File: src/rtl/core/rcarm_pkg.sv
// shared types, constants and reset values for the arming and calibration supervisor
package rcarm_pkg;

	localparam int unsigned PULSE_W     = 12;
	localparam int unsigned TIME_W      = 32;
	localparam int unsigned INTERVAL_W  = 10;
	localparam int unsigned COUNT_W     = 6;
	localparam int unsigned CFG_IDX_W   = 3;
	localparam int unsigned CFG_DATA_W  = 12;

	// sample sums are kept pre-scaled by a reciprocal of the sample count
	localparam int unsigned RECIP_SHIFT = 24;
	localparam int unsigned RECIP_W     = 25;
	localparam int unsigned SCALED_W    = PULSE_W + RECIP_W;
	localparam int unsigned ACC_W       = SCALED_W + COUNT_W;

	localparam int unsigned CAL_SAMPLES_DEF = 50;

	localparam logic [INTERVAL_W-1:0] RST_INTERVAL    = 10'd20;
	localparam logic [PULSE_W-1:0]    RST_JITTER      = 12'd30;
	localparam logic [PULSE_W-1:0]    RST_CENTER_MIN  = 12'd1430;
	localparam logic [PULSE_W-1:0]    RST_CENTER_MAX  = 12'd1570;
	localparam logic [PULSE_W-1:0]    RST_BOTTOM_MIN  = 12'd970;
	localparam logic [PULSE_W-1:0]    RST_BOTTOM_MAX  = 12'd1100;
	localparam logic [PULSE_W-1:0]    RST_SWITCH_LOW  = 12'd1300;
	localparam logic [PULSE_W-1:0]    RST_SWITCH_HIGH = 12'd1700;

	localparam logic [PULSE_W-1:0] LOWEST_INIT  = 12'd2000;
	localparam logic [PULSE_W-1:0] HIGHEST_INIT = 12'd1000;
	localparam logic [PULSE_W-1:0] STEER_CENTER_RST    = 12'd1500;
	localparam logic [PULSE_W-1:0] THROTTLE_CENTER_RST = 12'd1000;

	typedef enum logic [1:0] {
		PH_WAITING     = 2'd0,
		PH_CALIBRATING = 2'd1,
		PH_READY       = 2'd2,
		PH_ERROR       = 2'd3
	} phase_t;

	typedef enum logic [1:0] {
		MODE_HAND      = 2'd0,
		MODE_DIRECT    = 2'd1,
		MODE_BACKTRACE = 2'd2
	} mode_t;

	typedef enum logic [1:0] {
		DIR_IDLE  = 2'd0,
		DIR_AHEAD = 2'd1,
		DIR_BACK  = 2'd2
	} dir_t;

	typedef enum logic [CFG_IDX_W-1:0] {
		CFG_SAMPLE_INTERVAL = 3'd0,
		CFG_JITTER_LIMIT    = 3'd1,
		CFG_CENTER_MIN      = 3'd2,
		CFG_CENTER_MAX      = 3'd3,
		CFG_BOTTOM_MIN      = 3'd4,
		CFG_BOTTOM_MAX      = 3'd5,
		CFG_SWITCH_LOW      = 3'd6,
		CFG_SWITCH_HIGH     = 3'd7
	} cfg_idx_t;

	typedef struct packed {
		logic [INTERVAL_W-1:0] sample_gap;
		logic [PULSE_W-1:0]    jitter_limit;
		logic [PULSE_W-1:0]    center_min;
		logic [PULSE_W-1:0]    center_max;
		logic [PULSE_W-1:0]    bottom_min;
		logic [PULSE_W-1:0]    bottom_max;
		logic [PULSE_W-1:0]    switch_low;
		logic [PULSE_W-1:0]    switch_high;
	} cfg_t;

	typedef struct packed {
		logic                 link_up;
		logic                 frame_fresh;
		logic [TIME_W-1:0]    time_ms;
		logic [PULSE_W-1:0]   steering_pulse;
		logic [PULSE_W-1:0]   throttle_pulse;
		logic [PULSE_W-1:0]   direction_pulse;
		logic [PULSE_W-1:0]   home_pulse;
		logic [SCALED_W-1:0]  steer_scaled;
		logic [SCALED_W-1:0]  throttle_scaled;
	} item_t;

endpackage

File: src/rtl/core/rc_arming_calibration_fsm.sv
// top level of the arming and calibration supervisor
// One transaction is accepted per clock while item_stall is low, and each produces one result:
// the item is registered in the input register on acceptance, and the updated state is
// registered as the result when the item advances. The state update loop (timestamp compare,
// accumulate, min/max, window checks) is combinational between the state registers, so the
// sustained rate is one item per clock unless the result stalls; a stalled result holds the
// input register, and a new item is still taken while the result waits if the register is free.
// The average over the calibration samples comes from sums kept pre-scaled by a constant
// reciprocal, so no divider is present. Configuration registers reset to their defaults.
module rc_arming_calibration_fsm #(
	parameter int unsigned CALIBRATION_SAMPLES = rcarm_pkg::CAL_SAMPLES_DEF
) (
	input  logic                             clk,
	input  logic                             arst_n,
	input  logic                             cfg_we,
	input  logic [rcarm_pkg::CFG_IDX_W-1:0]  cfg_index,
	input  logic [rcarm_pkg::CFG_DATA_W-1:0] cfg_data,
	input  logic                             item_valid,
	output logic                             item_stall,
	input  logic                             link_up,
	input  logic                             frame_fresh,
	input  logic [rcarm_pkg::TIME_W-1:0]     time_ms,
	input  logic [rcarm_pkg::PULSE_W-1:0]    steering_pulse,
	input  logic [rcarm_pkg::PULSE_W-1:0]    throttle_pulse,
	input  logic [rcarm_pkg::PULSE_W-1:0]    direction_pulse,
	input  logic [rcarm_pkg::PULSE_W-1:0]    home_pulse,
	output logic                             result_valid,
	input  logic                             result_stall,
	output logic [1:0]                       vehicle_state,
	output logic [1:0]                       drive_mode,
	output logic [1:0]                       drive_direction,
	output logic [rcarm_pkg::PULSE_W-1:0]    steering_center,
	output logic [rcarm_pkg::PULSE_W-1:0]    throttle_center
);
	import rcarm_pkg::*;

	cfg_t  cfg;
	item_t item_s1;
	logic  valid_s1;
	logic  out_free;

	rcarm_cfg_regs u_cfg (
		.clk       (clk),
		.arst_n    (arst_n),
		.cfg_we    (cfg_we),
		.cfg_index (cfg_index),
		.cfg_data  (cfg_data),
		.cfg       (cfg)
	);

	rcarm_in_stage #(
		.CALIBRATION_SAMPLES (CALIBRATION_SAMPLES)
	) u_in (
		.clk             (clk),
		.arst_n          (arst_n),
		.item_valid      (item_valid),
		.item_stall      (item_stall),
		.link_up         (link_up),
		.frame_fresh     (frame_fresh),
		.time_ms         (time_ms),
		.steering_pulse  (steering_pulse),
		.throttle_pulse  (throttle_pulse),
		.direction_pulse (direction_pulse),
		.home_pulse      (home_pulse),
		.out_free        (out_free),
		.valid_s1        (valid_s1),
		.item_s1         (item_s1)
	);

	rcarm_core #(
		.CALIBRATION_SAMPLES (CALIBRATION_SAMPLES)
	) u_core (
		.clk             (clk),
		.arst_n          (arst_n),
		.cfg             (cfg),
		.valid_s1        (valid_s1),
		.item_s1         (item_s1),
		.out_free        (out_free),
		.result_valid    (result_valid),
		.result_stall    (result_stall),
		.vehicle_state   (vehicle_state),
		.drive_mode      (drive_mode),
		.drive_direction (drive_direction),
		.steering_center (steering_center),
		.throttle_center (throttle_center)
	);

endmodule

File: src/rtl/core/rcarm_cfg_regs.sv
// configuration register file with reset defaults
module rcarm_cfg_regs (
	input  logic                             clk,
	input  logic                             arst_n,
	input  logic                             cfg_we,
	input  logic [rcarm_pkg::CFG_IDX_W-1:0]  cfg_index,
	input  logic [rcarm_pkg::CFG_DATA_W-1:0] cfg_data,
	output rcarm_pkg::cfg_t                  cfg
);
	import rcarm_pkg::*;

	cfg_t cfg_q;

	always_ff @(posedge clk or negedge arst_n) begin
		if (!arst_n) begin
			cfg_q.sample_gap   <= RST_INTERVAL;
			cfg_q.jitter_limit <= RST_JITTER;
			cfg_q.center_min   <= RST_CENTER_MIN;
			cfg_q.center_max   <= RST_CENTER_MAX;
			cfg_q.bottom_min   <= RST_BOTTOM_MIN;
			cfg_q.bottom_max   <= RST_BOTTOM_MAX;
			cfg_q.switch_low   <= RST_SWITCH_LOW;
			cfg_q.switch_high  <= RST_SWITCH_HIGH;
		end else if (cfg_we) begin
			unique case (cfg_idx_t'(cfg_index))
				CFG_SAMPLE_INTERVAL: cfg_q.sample_gap   <= cfg_data[INTERVAL_W-1:0];
				CFG_JITTER_LIMIT:    cfg_q.jitter_limit <= cfg_data[PULSE_W-1:0];
				CFG_CENTER_MIN:      cfg_q.center_min   <= cfg_data[PULSE_W-1:0];
				CFG_CENTER_MAX:      cfg_q.center_max   <= cfg_data[PULSE_W-1:0];
				CFG_BOTTOM_MIN:      cfg_q.bottom_min   <= cfg_data[PULSE_W-1:0];
				CFG_BOTTOM_MAX:      cfg_q.bottom_max   <= cfg_data[PULSE_W-1:0];
				CFG_SWITCH_LOW:      cfg_q.switch_low   <= cfg_data[PULSE_W-1:0];
				CFG_SWITCH_HIGH:     cfg_q.switch_high  <= cfg_data[PULSE_W-1:0];
			endcase
		end
	end

	assign cfg = cfg_q;

endmodule

File: src/rtl/core/rcarm_in_stage.sv
// input register stage, pre-scales the stick samples by the reciprocal of the sample count
module rcarm_in_stage #(
	parameter int unsigned CALIBRATION_SAMPLES = rcarm_pkg::CAL_SAMPLES_DEF
) (
	input  logic                                clk,
	input  logic                                arst_n,
	input  logic                                item_valid,
	output logic                                item_stall,
	input  logic                                link_up,
	input  logic                                frame_fresh,
	input  logic [rcarm_pkg::TIME_W-1:0]        time_ms,
	input  logic [rcarm_pkg::PULSE_W-1:0]       steering_pulse,
	input  logic [rcarm_pkg::PULSE_W-1:0]       throttle_pulse,
	input  logic [rcarm_pkg::PULSE_W-1:0]       direction_pulse,
	input  logic [rcarm_pkg::PULSE_W-1:0]       home_pulse,
	input  logic                                out_free,
	output logic                                valid_s1,
	output rcarm_pkg::item_t                    item_s1
);
	import rcarm_pkg::*;

	// floor(2^shift / n) + 1 gives an exact quotient for every sum of up to 63 samples
	localparam logic [RECIP_W-1:0] RECIP =
		RECIP_W'((64'd1 << RECIP_SHIFT) / 64'(CALIBRATION_SAMPLES) + 64'd1);

	logic load;
	logic advance;

	assign advance    = valid_s1 && out_free;
	assign item_stall = valid_s1 && !out_free;
	assign load       = item_valid && !item_stall;

	always_ff @(posedge clk or negedge arst_n) begin
		if (!arst_n) begin
			valid_s1 <= 1'b0;
		end else if (load) begin
			valid_s1 <= 1'b1;
		end else if (advance) begin
			valid_s1 <= 1'b0;
		end
	end

	always_ff @(posedge clk) begin
		if (load) begin
			item_s1.link_up         <= link_up;
			item_s1.frame_fresh     <= frame_fresh;
			item_s1.time_ms         <= time_ms;
			item_s1.steering_pulse  <= steering_pulse;
			item_s1.throttle_pulse  <= throttle_pulse;
			item_s1.direction_pulse <= direction_pulse;
			item_s1.home_pulse      <= home_pulse;
			item_s1.steer_scaled    <= SCALED_W'(steering_pulse) * SCALED_W'(RECIP);
			item_s1.throttle_scaled <= SCALED_W'(throttle_pulse) * SCALED_W'(RECIP);
		end
	end

endmodule

File: src/rtl/core/rcarm_core.sv
// supervisor state machine, calibration accumulators and result register
module rcarm_core #(
	parameter int unsigned CALIBRATION_SAMPLES = rcarm_pkg::CAL_SAMPLES_DEF
) (
	input  logic                           clk,
	input  logic                           arst_n,
	input  rcarm_pkg::cfg_t                cfg,
	input  logic                           valid_s1,
	input  rcarm_pkg::item_t               item_s1,
	output logic                           out_free,
	output logic                           result_valid,
	input  logic                           result_stall,
	output logic [1:0]                     vehicle_state,
	output logic [1:0]                     drive_mode,
	output logic [1:0]                     drive_direction,
	output logic [rcarm_pkg::PULSE_W-1:0]  steering_center,
	output logic [rcarm_pkg::PULSE_W-1:0]  throttle_center
);
	import rcarm_pkg::*;

	localparam logic [COUNT_W-1:0] NUM_SAMPLES = COUNT_W'(CALIBRATION_SAMPLES);

	function automatic logic in_window(logic [PULSE_W-1:0] v, logic [PULSE_W-1:0] lo,
			logic [PULSE_W-1:0] hi);
		return (v > lo) && (v < hi);
	endfunction

	phase_t              phase_q, phase_d;
	mode_t               mode_q, mode_d;
	dir_t                dir_q, dir_d;
	logic [COUNT_W-1:0]  count_q, count_d;
	logic [ACC_W-1:0]    steer_acc_q, steer_acc_d;
	logic [ACC_W-1:0]    thr_acc_q, thr_acc_d;
	logic [PULSE_W-1:0]  steer_lo_q, steer_lo_d, steer_hi_q, steer_hi_d;
	logic [PULSE_W-1:0]  thr_lo_q, thr_lo_d, thr_hi_q, thr_hi_d;
	logic [TIME_W-1:0]   last_ms_q, last_ms_d;
	logic [PULSE_W-1:0]  steer_ctr_q, steer_ctr_d, thr_ctr_q, thr_ctr_d;
	logic                result_valid_q;

	logic                advance;
	logic [TIME_W-1:0]   elapsed;
	logic [ACC_W-1:0]    steer_acc_new, thr_acc_new;
	logic [PULSE_W-1:0]  steer_lo_new, steer_hi_new, thr_lo_new, thr_hi_new;
	logic [COUNT_W-1:0]  count_new;
	logic [PULSE_W-1:0]  steer_avg, thr_avg;
	logic signed [PULSE_W:0] steer_spread, thr_spread, jitter_s;
	logic                stable, cal_ok;

	assign out_free = !result_valid_q || !result_stall;
	assign advance  = valid_s1 && out_free;

	always_comb begin
		elapsed       = item_s1.time_ms - last_ms_q;
		steer_acc_new = steer_acc_q + ACC_W'(item_s1.steer_scaled);
		thr_acc_new   = thr_acc_q + ACC_W'(item_s1.throttle_scaled);
		steer_lo_new  = (item_s1.steering_pulse < steer_lo_q) ? item_s1.steering_pulse : steer_lo_q;
		steer_hi_new  = (item_s1.steering_pulse > steer_hi_q) ? item_s1.steering_pulse : steer_hi_q;
		thr_lo_new    = (item_s1.throttle_pulse < thr_lo_q) ? item_s1.throttle_pulse : thr_lo_q;
		thr_hi_new    = (item_s1.throttle_pulse > thr_hi_q) ? item_s1.throttle_pulse : thr_hi_q;
		count_new     = count_q + COUNT_W'(1);
		steer_avg     = steer_acc_new[RECIP_SHIFT +: PULSE_W];
		thr_avg       = thr_acc_new[RECIP_SHIFT +: PULSE_W];
		steer_spread  = $signed({1'b0, steer_hi_new}) - $signed({1'b0, steer_lo_new});
		thr_spread    = $signed({1'b0, thr_hi_new}) - $signed({1'b0, thr_lo_new});
		jitter_s      = $signed({1'b0, cfg.jitter_limit});
		stable        = (steer_spread < jitter_s) && (thr_spread < jitter_s);
		cal_ok        = stable && in_window(steer_avg, cfg.center_min, cfg.center_max) &&
			in_window(thr_avg, cfg.bottom_min, cfg.bottom_max);

		phase_d     = phase_q;
		mode_d      = mode_q;
		dir_d       = dir_q;
		count_d     = count_q;
		steer_acc_d = steer_acc_q;
		thr_acc_d   = thr_acc_q;
		steer_lo_d  = steer_lo_q;
		steer_hi_d  = steer_hi_q;
		thr_lo_d    = thr_lo_q;
		thr_hi_d    = thr_hi_q;
		last_ms_d   = last_ms_q;
		steer_ctr_d = steer_ctr_q;
		thr_ctr_d   = thr_ctr_q;

		if (!item_s1.link_up) begin
			phase_d = PH_WAITING;
			mode_d  = MODE_HAND;
			dir_d   = DIR_IDLE;
			count_d = '0;
		end else begin
			unique case (phase_q)
				PH_WAITING: begin
					phase_d     = PH_CALIBRATING;
					count_d     = '0;
					steer_acc_d = '0;
					thr_acc_d   = '0;
					steer_lo_d  = LOWEST_INIT;
					thr_lo_d    = LOWEST_INIT;
					steer_hi_d  = HIGHEST_INIT;
					thr_hi_d    = HIGHEST_INIT;
					last_ms_d   = item_s1.time_ms;
				end
				PH_CALIBRATING: begin
					if (elapsed >= TIME_W'(cfg.sample_gap)) begin
						last_ms_d   = item_s1.time_ms;
						steer_acc_d = steer_acc_new;
						thr_acc_d   = thr_acc_new;
						steer_lo_d  = steer_lo_new;
						steer_hi_d  = steer_hi_new;
						thr_lo_d    = thr_lo_new;
						thr_hi_d    = thr_hi_new;
						count_d     = count_new;
						if (count_new >= NUM_SAMPLES) begin
							if (cal_ok) begin
								steer_ctr_d = steer_avg;
								thr_ctr_d   = thr_avg;
								phase_d     = PH_READY;
							end else begin
								phase_d = PH_ERROR;
							end
						end
					end
				end
				PH_ERROR: begin
					if (in_window(item_s1.steering_pulse, cfg.center_min, cfg.center_max) &&
						in_window(item_s1.throttle_pulse, cfg.bottom_min, cfg.bottom_max)) begin
						phase_d = PH_WAITING;
					end
				end
				PH_READY: begin
					if (item_s1.frame_fresh) begin
						priority if (item_s1.direction_pulse > cfg.switch_high) begin
							dir_d = DIR_AHEAD;
						end else if (item_s1.direction_pulse < cfg.switch_low) begin
							dir_d = DIR_BACK;
						end else begin
							dir_d = DIR_IDLE;
						end
						priority if (item_s1.home_pulse < cfg.switch_low) begin
							mode_d = MODE_HAND;
						end else if (item_s1.home_pulse <= cfg.switch_high) begin
							mode_d = MODE_DIRECT;
						end else begin
							mode_d = MODE_BACKTRACE;
						end
					end
				end
			endcase
		end
	end

	always_ff @(posedge clk or negedge arst_n) begin
		if (!arst_n) begin
			phase_q     <= PH_WAITING;
			mode_q      <= MODE_HAND;
			dir_q       <= DIR_IDLE;
			count_q     <= '0;
			steer_acc_q <= '0;
			thr_acc_q   <= '0;
			steer_lo_q  <= LOWEST_INIT;
			steer_hi_q  <= HIGHEST_INIT;
			thr_lo_q    <= LOWEST_INIT;
			thr_hi_q    <= HIGHEST_INIT;
			last_ms_q   <= '0;
			steer_ctr_q <= STEER_CENTER_RST;
			thr_ctr_q   <= THROTTLE_CENTER_RST;
		end else if (advance) begin
			phase_q     <= phase_d;
			mode_q      <= mode_d;
			dir_q       <= dir_d;
			count_q     <= count_d;
			steer_acc_q <= steer_acc_d;
			thr_acc_q   <= thr_acc_d;
			steer_lo_q  <= steer_lo_d;
			steer_hi_q  <= steer_hi_d;
			thr_lo_q    <= thr_lo_d;
			thr_hi_q    <= thr_hi_d;
			last_ms_q   <= last_ms_d;
			steer_ctr_q <= steer_ctr_d;
			thr_ctr_q   <= thr_ctr_d;
		end
	end

	// result transaction register
	always_ff @(posedge clk or negedge arst_n) begin
		if (!arst_n) begin
			result_valid_q <= 1'b0;
		end else if (advance) begin
			result_valid_q <= 1'b1;
		end else if (!result_stall) begin
			result_valid_q <= 1'b0;
		end
	end

	assign result_valid    = result_valid_q;
	assign vehicle_state   = phase_q;
	assign drive_mode      = mode_q;
	assign drive_direction = dir_q;
	assign steering_center = steer_ctr_q;
	assign throttle_center = thr_ctr_q;

endmodule
File: config.mk
export PLATFORM = sky130hd
export DESIGN_NAME = rc_arming_calibration_fsm
export DESIGN_NICKNAME = d
export VERILOG_FILES = /design/src/rtl/core/rcarm_pkg.sv /design/src/rtl/core/rc_arming_calibration_fsm.sv /design/src/rtl/core/rcarm_cfg_regs.sv /design/src/rtl/core/rcarm_in_stage.sv /design/src/rtl/core/rcarm_core.sv
export SDC_FILE = /design/constraint.sdc
export NUM_CORES = 2
export LEC_CHECK = 0
export ABC_AREA = 1
export BUFFER_PORTS_ARGS = -buffer_cell sky130_fd_sc_hd__buf_2
export CAP_MARGIN = 20
export CORE_ASPECT_RATIO = 0.5
export CORE_MARGIN = 2
export CORE_UTILIZATION = 48
export DETAILED_ROUTE_END_ITERATION = 7
export PLACE_DENSITY = 0.67
export SYNTH_ARGS = -nofsm -noshare
export SYNTH_HDL_FRONTEND = slang
export SYNTH_SLANG_ARGS = --single-unit
File: constraint.sdc
create_clock -name clk -period 5.7 [get_ports clk]
set_input_delay 0.285 -clock clk [delete_from_list [all_inputs] [get_ports clk]]
set_output_delay 0.285 -clock clk [all_outputs]
set_load 0.03 [all_outputs]
==> Word level (Yosys, flattened, before mapping) <==
Index checks and enable logic that the tools add are counted.
{ "word_totals": {"ff_bits": 442, "inputBits": 102, "word_cells": 153} }
{ "op_classes": {"add_sub_neg": 6, "mul": 2, "n_lt_le_gt_ge": 20, "eq_ne": 19, "n_mux": 41, "n_reduce_logical": 33} }
{ "ops": {"columns": ["operator", "count"], "rows": [
  ["case mux 43 bit (2 select lines)", 2],
  ["less-than comparator 12 bit", 8],
  ["2-to-1 mux 12 bit", 8],
  ["case mux 12 bit (2 select lines)", 4],
  ["adder 43 x 31 -> 43 bit", 2],
  ["2-to-1 mux 43 bit", 2],
  ["> comparator 12 bit", 7],
  ["case mux 32 bit (2 select lines)", 1],
  ["multiplier 12 x 19 -> 31 bit (second input constant)", 2],
  ["greater-or-equal comparator 32 x 10 -> 1 bit", 1],
  ["2-to-1 mux 32 bit", 1],
  ["subtractor 32 bit", 1],
  ["2-to-1 mux 2 bit", 14],
  ["less-than comparator 13 bit", 2],
  ["subtractor 12 x 12 -> 13 bit", 2],
  ["AND reduction 2 bit", 8],
  ["== test 3 bit (second input constant)", 4],
  ["<= comparator 12 bit", 1],
  ["2-to-1 mux 6 bit", 2],
  ["case mux 6 bit (2 select lines)", 1],
  ["logical AND 1 bit", 11],
  ["!= test 3 x 2 -> 1 bit (second input constant)", 3],
  ["adder 6 x 1 -> 6 bit (second input constant)", 1],
  ["== test 3 x 2 -> 1 bit (second input constant)", 2],
  ["19 further kinds", 31]
]} }

==> Longest topological paths before layout <==
{ "logic_depth": {"ltp_word": 12, "mapped_depth": 37, "mapped_depth_nobuf": 35} }

==> Cells and area by module <==
Synthesis repeated with hierarchy kept, for this count alone.
{ "hier_totals": {"hier_cells": 4859, "area_unflattened_um2": 37922.6} }
{ "by_module_without_submodules": {"columns": ["module", "n_inst", "cells_per_inst", "area_each_um2", "seq_area_each_um2"], "rows": [
  ["rcarm_core", 1, 3073, 21041.4, 4775.8],
  ["rcarm_in_stage", 1, 1353, 13116.3, 4169.0],
  ["rcarm_cfg_regs", 1, 433, 3764.9, 2396.0]
]} }

==> Worst setup path before layout <==
OpenSTA, ideal clock, no wires.
{ "synth_timing": {"path_type": "in2reg", "from": "input throttle_pulse[9] (netlist name)", "to": "register u_in.item_s1[27] (netlist name)", "arrival_time_ps": 4651, "required_time_ps": 5435, "setup_slack_ps": 784, "path_stages": 16, "path_buffers": 0, "path_cell_list": "fa_1 > inv_1 > fa_1 > fa_1 > inv_1 > fa_1 > fa_1 > ha_1 > a21oi_1 > o21ai_0 > a21oi_1 > a21boi_0 > o21ai_0 > a21boi_0 > o21ai_0 > xor2_1"} }
{ "synth_between": {"elab_chain_cells": 1} }
{ "synth_rtl": {"columns": ["item", "line", "rtl"], "rows": [
  ["start, declared", "rc_arming_calibration_fsm.sv:24", "input logic [rcarm_pkg::PULSE_W-1:0] throttle_pulse,"],
  ["multiplier 12 x 19 -> 31 bit", "rcarm_in_stage.sv:53", "item_s1.throttle_scaled <= SCALED_W'(throttle_pulse) * SCALED_W'(RECIP);"]
]} }
Every way passes these cells.
A chain may end at the register's enable or synchronous reset.

==> Worst setup path in the final report <==
{ "layout_timing": {"from": "input throttle_pulse[7] (netlist name)", "to": "register u_in.item_s1[29] (netlist name)"} }
{ "layout_between": {"elab_chain_cells": 1} }
{ "layout_rtl": {"columns": ["item", "line"], "rows": [
  ["multiplier 12 x 19 -> 31 bit", "rcarm_in_stage.sv:53"]
]} }
Every way passes these cells.

==> metrics <==
final period utilization 0.933; met2 GRT Util 0.392; sw frac 0.476; P per Cell Area 568 nW/um^2; Total Wirelength 91.5 mm; fin crit period 5.32 ns; total grt overflow 0; Clock Sinks 422; num rows 70; fillers 6,710; Clk pwr share 0.139; Yosys cell types 54; worst-path fanout max 8; share of cells above drive strength 1 0.101; CTS Buf Count 44; grt met1 use 0.344; Final Instance Count excl. Fillers 5,438; worst vdd ir 0.337 mV; Worst Path Arrival 5.66 ns; vias in the first global route 28,100; Int Pwr 11.7 mW; post-route ant nets 0; hold path startpoint throttle_pulse[3]; root buffer cell clkbuf_16; TritonCTS clock tree yes; Setup violations, final 0; status finished clean; Placed Cells incl. Taps 5,278; RePlAce Congestion 0.963; synthesized instance count 4,200; reg-to-reg critical path startpoint u_in.item_s1[119]; fin. max-slew vios 0; H-tree levels 2; DRT Pass-1 Iters 5; f_max 0.188 GHz; hold depth 1; die footprint 75,800 um^2; WL/cell 16.8 um; Layout area overhead 11.9%; Antenna Cells 0; Comb power frac 0.648; NetSw 10.7 mW; crit-path cells dlygate4sd3_1 > buf_2 > fa_1 > inv_1 > fa_1 > inv_1 > fa_1 > fa_1 > fa_1 > ha_1 > nand2_1 > nor4_1 > a21boi_0 > buf_4 > o21ai_0 > a21boi_0 > buf_4 > o31ai_1 > xor2_1; post-route cell area 39,500 um^2; sequential cell fraction of total power 0.213; DP Area 37,100 um^2; clock skew 0.0287 ns; Seq/Total Area, Yosys 0.322; drt drc 0; vias 28,800; Reg2Reg Capture Point u_core.vehicle_state[0]; first-pass GRT wire length 148 mm; Skew-Pair Late Insertion Delay 0.61 ns; Reg2Reg Depth 30; Final Core Density 0.542; Ys Warns 0; I/O pin cnt 134; Clock transition at path regs 0.07 ns; most frequent cell on the critical path fa_1; Hold Crit Class primary input to flip-flop; CP Data Required Time 6.04 ns; IO buf count 133; total of max-cap violations 0; clock tree buffer depth 3; initial core utilization 0.484; met3 Resource Use GR 0.0320; Min Hold Slack 0.0647 ns; HPWL Detailed 70.6 mm; number of vias per cell 5.29; end of the worst hold path u_in.item_s1[101]; largest net degree at the start of global routing 98; critical path's slowest cell fa_1; Die Span X 387 um; synthesized net count 4,970; Slew headroom 0.345; LEAKAGE 20.0 nW; core region area 72,900 um^2; Tot GR Track Use 0.243; syn avg cell area 8.40 um^2; worst stage delay on the critical path 0.58 ns; Most Crowded Layer GR met2; CP Class primary input to flip-flop; Initial DRC Count 1,966; Mapped Area 35,300 um^2; unrepaired setup endpoints after global routing no; R2R setup slack 0.52 ns; Die Y 196 um; Final nets 5,200; Worst Tran Pin Value 0.982 ns; Final Hold Viols 0; Setup crit end kind flip-flop; post-synthesis register bit count 422; Worst Setup Start Kind primary input; setup tns final 0 ns; initial antenna violation count 1
==> final cells by class <==
cell class | count | area (um^2) | area share
Multi-Input combinational cell | 3052 | 21100 | 0.534
Timing Repair Buffer | 262 | 1860 | 0.0470
Tap cell | 972 | 1220 | 0.0308
Clock inverter | 25 | 268 | 0.00678
Inverter | 648 | 2440 | 0.0619
Sequential cell | 422 | 11300 | 0.287
Clock buffer | 57 | 1270 | 0.0323
==> placed cells by master, fill, tap and decap left out, types with 138 or more instances in the layout <==
cell / netlist / routed
o21ai_0: 283 / 277
nand2_1: 984 / 983
a21oi_1: 286 / 286
fa_1: 145 / 145
edfxtp_1: 138 / 138
dfrtp_1: 212 / 212
inv_1: 638 / 637
ha_1: 523 / 523
nor2_1: 223 / 221
nand3_1: 143 / 143
==> worst max path at each step <==
stage                     cells after the start          startpoint  slack [ns]                         end
after global placement                       18  throttle_pulse[10]        0.25            u_in.item_s1[29]
after detailed placement                     20   steering_pulse[9]        0.27            u_in.item_s1[66]
after floorplan                              16   throttle_pulse[9]        0.78            u_in.item_s1[27]
after CTS                                    31    u_in.item_s1[99]        0.31  u_core.throttle_center[11]
final                                        19   throttle_pulse[7]        0.38            u_in.item_s1[29]
after global routing                         30   u_in.item_s1[119]        0.02  u_core.throttle_center[11]
==> repair_timing <==
action | in CTS | in global routing
endpoints found under the hold margin | 113 | 0
gates resized for setup | 0 | 9
hold buffers | 73 | 0
setup endpoints to repair | 0 | 25
setup buffers | 0 | 5
==> sequential cells by signal, indices dropped and copies added (netlist names) <==
register	cells
u_core.result_valid	1
u_core.steer_acc_q	36
u_core.throttle_center	12
u_core.steering_center	12
u_core.steer_lo_q	12
u_core.last_ms_q	32
u_cfg.cfg	94
u_in.item_s1	138
u_core.thr_lo_q	12
u_core.thr_hi_q	12
u_in.valid_s1	1
u_core.thr_acc_q	36
u_core.vehicle_state	2
u_core.drive_mode	2
u_core.drive_direction	2
u_core.count_q	6
u_core.steer_hi_q	12
==> power by group through the flow <==
stage	combinational [mW]	clock (mW)	sequential (mW)
finish	14.5	3.11	4.79
detailed placement	14.3	0	4.83
CTS	14.5	3.17	4.78
global placement	14.0	0	4.81
floorplan	10.8	0	4.71
global route	16.6	3.28	4.87
==> routing by layer <==
metal / vias up / routed length [um]
li1: 14300 / -
met1: 13700 / 43500
met2: 594 / 41400
met3: 132 / 4440
met4: 0 / 2250
met5: - / 0
==> cells in the mapped netlist, drive strengths merged <==
master,number,share of area
a21o,14,0.0030
o21a,13,0.0028
ha,523,0.19
o31ai,1,0.00021
nand2,1021,0.11
edfxtp,138,0.12
nand4,63,0.011
a31oi,14,0.0025
nor4,5,0.00089
clkbuf,41,0.0044
a21oi,286,0.041
nor2,230,0.025
inv,647,0.069
nand3b,18,0.0038
o21ai,342,0.054
o21bai,12,0.0026
xnor2,42,0.010
nand3,144,0.021
o41ai,1,0.00025
a221oi,4,0.00099
a211oi,12,0.0026
o22ai,2,0.00035
a32o,1,0.00028
o2111ai,11,0.0027
clkinv,1,0.00011
a2111oi,2,0.00050
nor3,28,0.0044
or2,6,0.0011
buf,37,0.0083
a41oi,1,0.00025
xor2,86,0.021
dfstp,72,0.054
nor3b,1,0.00021
o211ai,10,0.0021
fa,145,0.082
and2,3,0.00053
dfrtp,212,0.15
o221ai,6,0.0015
a21boi,5,0.0011
==> kinds of logic after synthesis <==
| group | count (synthesis) | share of synthesized area |
|---|---|---|
| flip-flops | 422 | 0.322 |
| XOR/XNOR | 128 | 0.0318 |
| AND/OR/NAND/NOR | 1519 | 0.179 |
| adder cells (fa/ha/maj) | 668 | 0.268 |
| AO/OA/AOI/OAI | 737 | 0.118 |
| buffers and inverters | 726 | 0.0817 |
==> critical path: cells and delay by family <==
family	cells	cell delay (ns)
AOI/OAI and AO/OA	4	0.76
xor gates and xnor gates	1	0.09
buffers and inverters	6	1.19
and+or+nand+nor	2	0.34
adders and majority gates	6	2.98
==> metrics by stage <==
step           total power [mW]  setup WS [ns]
5_1_grt                    24.8         0.0185
4_1_cts                    22.5          0.312
2_1_floorplan              15.5          0.784
3_5_place_dp               19.2          0.272
3_3_place_gp               18.8          0.249
6_report                   22.4          0.381
(Power assumes the default switching activity.)
